$ cat config.mk
export PLATFORM = sky130hd
export DESIGN_NAME = trs_scale_sat
export DESIGN_NICKNAME = d
export VERILOG_FILES = /design/src/hdl/trs_pkg.sv /design/src/hdl/trs_scale_sat.sv
export SDC_FILE = /design/constraint.sdc
export NUM_CORES = 2
export LEC_CHECK = 0
export BUFFER_PORTS_ARGS = -buffer_cell sky130_fd_sc_hd__buf_2
export CORE_ASPECT_RATIO = 1.75
export CORE_MARGIN = 2
export CORE_UTILIZATION = 55
export CTS_CLUSTER_SIZE = 30
export DETAILED_ROUTE_END_ITERATION = 16
export MAX_ROUTING_LAYER = met4
export PLACE_DENSITY = 0.72
export SYNTH_ARGS = -nofsm -noshare
export SYNTH_HDL_FRONTEND = slang
export SYNTH_SLANG_ARGS = --single-unit
export TNS_END_PERCENT = 10
$ cat constraint.sdc
create_clock -name i_clk -period 8.55 [get_ports i_clk]
set_input_delay 1.71 -clock i_clk [delete_from_list [all_inputs] [get_ports i_clk]]
set_output_delay 1.71 -clock i_clk [all_outputs]
set_load 0.005 [all_outputs]
$ cat src/hdl/trs_pkg.sv
`timescale 1ns / 1ps
// ----------------------------------------------------------------------------
// trs_pkg
// Field widths and saturation limits shared by the TRS matrix pipeline.
// ----------------------------------------------------------------------------
package trs_pkg;

    localparam int SCALE_W = 16;
    localparam int POS_W   = 24;
    localparam int QUAT_W  = 16;
    localparam int ENTRY_W = 16;

    localparam int ENTRY_MAX = 32767;
    localparam int ENTRY_MIN = -32768;

    typedef logic signed [SCALE_W-1:0] t_scale;
    typedef logic signed [POS_W-1:0]   t_pos;
    typedef logic signed [QUAT_W-1:0]  t_quat;
    typedef logic signed [ENTRY_W-1:0] t_entry;

endpackage

$ cat src/hdl/trs_scale_sat.sv
`timescale 1ns / 1ps
// ----------------------------------------------------------------------------
// trs_scale_sat
// Two-stage entry scaler: rotation entry times scale, then round to nearest
// (ties away from zero), drop the entry fraction bits and saturate to Q8.8.
// ----------------------------------------------------------------------------
module trs_scale_sat #(
    parameter int ENT_W = 35,
    parameter int SHIFT = 28
) (
    input  logic            i_clk,
    input  logic signed [ENT_W-1:0] i_ent,
    input  trs_pkg::t_scale i_scale,
    output trs_pkg::t_entry o_entry
);
    import trs_pkg::*;

    localparam int PW = ENT_W + SCALE_W;
    localparam int RW = PW + 1 - SHIFT;
    localparam logic [PW-1:0] HALF_V = PW'(1) << (SHIFT - 1);
    localparam logic signed [RW-1:0] Q_MAX = RW'(ENTRY_MAX);
    localparam logic signed [RW-1:0] Q_MIN = RW'(ENTRY_MIN);

    logic signed [PW-1:0] r_prod;
    logic signed [PW:0]   n_sum;
    logic signed [RW-1:0] n_q;
    t_entry               n_entry;
    t_entry               r_entry;

    always_ff @(posedge i_clk) begin
        r_prod <= PW'(i_ent) * PW'(i_scale);
    end

    // negative values take one off the half so ties round away from zero
    always_comb begin
        n_sum = $signed({r_prod[PW-1], r_prod}) + $signed({1'b0, HALF_V})
              - $signed({{PW{1'b0}}, r_prod[PW-1]});
        n_q   = RW'(n_sum >>> SHIFT);
        if (n_q > Q_MAX) begin
            n_entry = ENTRY_W'(ENTRY_MAX);
        end else if (n_q < Q_MIN) begin
            n_entry = ENTRY_W'(ENTRY_MIN);
        end else begin
            n_entry = ENTRY_W'(n_q);
        end
    end

    always_ff @(posedge i_clk) begin
        r_entry <= n_entry;
    end

    assign o_entry = r_entry;

endmodule

==> out/qor.csv <==
metric;value;unit
maximum clock path buffer count;2;
Distinct cells, synth;82;
# setup viols final;0;
Synth top cells by count;inv_1 (672), fa_1 (528), nand2_1 (351);
Netlist Area Pre-Place;23600;um^2
ANT nets after route;0;
I/O pin count;68;
total track usage;0.313;
Worst Clk Skew;0.00769;ns
total global routing overflow;0;
Worst-Skew Late Latency;0.34;ns
fin nets;3452;
Root Buffer;clkbuf_16;
vias post-DR;18385;
critical path launch point type;primary input;
worst path required time;8.80;ns
die area;44700;um^2
P&R area growth vs syn;4.75;%
cells after synthesis;2707;
WL final;63300;um
Post-synth EDFFs;0;
Max Fclk;0.123;GHz
first-pass GRT wire length;105000;um
fillcell total;3785;
Worst setup EP type;flop;
DR iter-0 viols;769;
Max transition margin;0.278;
Max-cap violations;0;
CTS sink cnt;67;
share of the synthesized area in the top cell type;0.448;
crit-path max FO;13;
DR pass1 iterations;5;
arrival time worst endpoint;8.37;ns
Setup Fix Bufs, Post-CTS;0;
initial antenna violation count;3;
TritonCTS clock tree;built;
Worst Setup Path Type;in -> reg;
cell with the most instances after synthesis;inv_1;
Syn. warnings;0;
Post-synth ARST share;0;
row count;100;
RSZ-0062 raised after global routing;no;
Die Span Y;278;um
register area share after synthesis;0.0568;
depth of the CTS H-tree;3;
Vias per Instance;5.62;
number of buffers created by CTS;9;
largest net degree at the start of global routing;36;
area leader, netlist;fa_1;
final number of hold-violating endpoints;0;
net count after synthesis;3457;
HPWL after DPL;53600;um
crit path time final;8.12;ns
FF+latch count, synth;67;
Residual DRC;0;
Syn Area/Cell;8.72;um^2
HP Class;reg -> reg;
status;completed;
vias in the first global route;21105;
Worst-path clk slew;0.06;ns
worst slew pin tran;1.08;ns
slack of the critical path;0.433;ns
Slew Limit Fails;0;
GPL Wtd Cong;0.973;
Die X;161;um
layout cells sized above 1;0.0547;
top cells by area, synth;fa_1 (45%), inv_1 (11%), ha_1 (9.0%);
Period Utilization, post-route;0.949;
Synth Flop Type;dfxtp_1;
core area;42400;um^2
setup TNS;0;ns
IO buf count;67;
dpl ws;0.0444;ns
WL/cell;19.4;um
Starting Density;0.557;
## stage by stage
step / instances / hold WS, ns / util / instance area [um^2]
floorplan: 2707 / 0.693 / - / 23600
global placement: 3252 / 0.798 / 0.576 / 24400
detailed placement: 3252 / 0.779 / 0.576 / 24400
CTS: 3268 / 0.797 / 0.583 / 24700
global route: 3271 / 0.848 / 0.583 / 24700
finish: 3271 / 0.789 / 0.583 / 24700
## worst max-delay path, stage by stage
cell and delay (ns):
buf_2 0.17, inv_1 0.38, buf_4 0.25, nor2_1 0.07, fa_1 0.52, fa_1 0.44, fa_1 0.61, fa_1 0.48
fa_1 0.50, inv_1 0.05, fa_1 0.48, inv_1 0.05, ha_1 0.37, a21o_1 0.23, a2111oi_2 0.44, nor3_1 0.11
a211oi_1 0.29, a21bo_2 0.22, a311o_1 0.22, a21oi_1 0.12, or4b_1 0.53, o2111ai_1 0.13
## logic make-up after synthesis
kind of cell,Yosys count,synth area share
adder cells (fa/ha/maj),698,0.538
multiplexers,3,0.00138
buffers and inverters,785,0.127
flip-flops,67,0.0568
XOR/XNOR,69,0.0256
AND/OR/NAND/NOR,773,0.158
AO/OA/AOI/OAI,312,0.0936
## sequential cells by signal (all words and copies together) (netlist names)
register / flops
r_prod: 51
o_entry: 16
## cells in the final DEF, fill, tap and decap left out, drive strengths merged, types with 45 or more instances in the layout
cell	Yosys	routed
a21o	45	45
fa	528	528
nand2	351	351
buf	9	92
inv	672	672
dfxtp	67	67
nor2	83	83
o21ai	63	63
and2	226	226
ha	170	170
a21oi	77	77
## final cells by class
cell class	instances	area, um^2	share of cell area
multi-input combinational	1855	19300	0.779
tap	561	702	0.0284
antenna	3	7.51	0.000303
clock inverter	4	50.0	0.00202
clock buffer	12	246	0.00996
inverter	672	2520	0.102
timing repair buffer	97	586	0.0237
sequential	67	1340	0.0542
## final timing paths
| check | startpoint | endpoint | slack [ns] | depth (start not counted) |
|---|---|---|---|---|
| min | r_prod[49] | o_entry[15] | 0.79 | 3 |
| max | i_scale[15] | r_prod[46] | 0.43 | 22 |
| max reg2reg | r_prod[28] | o_entry[2] | 4.46 | 12 |
| min reg2reg | r_prod[49] | o_entry[15] | 0.79 | 3 |
## metal layers
metal,share of wire,track usage
met4,0.11,0.256
met3,0.038,0.0285
met2,0.55,0.594
met1,0.30,0.275
met5,0,-
## timing repair
action / in CTS / in global routing
gates resized for setup: 0 / 6
endpoints found under the setup margin: 0 / 2
hold buffers: 0 / 0
endpoints found under the hold margin: 0 / 0
Power is not shown: default switching activity piles up to over one toggle a cycle in this logic, so the estimate is an artifact.
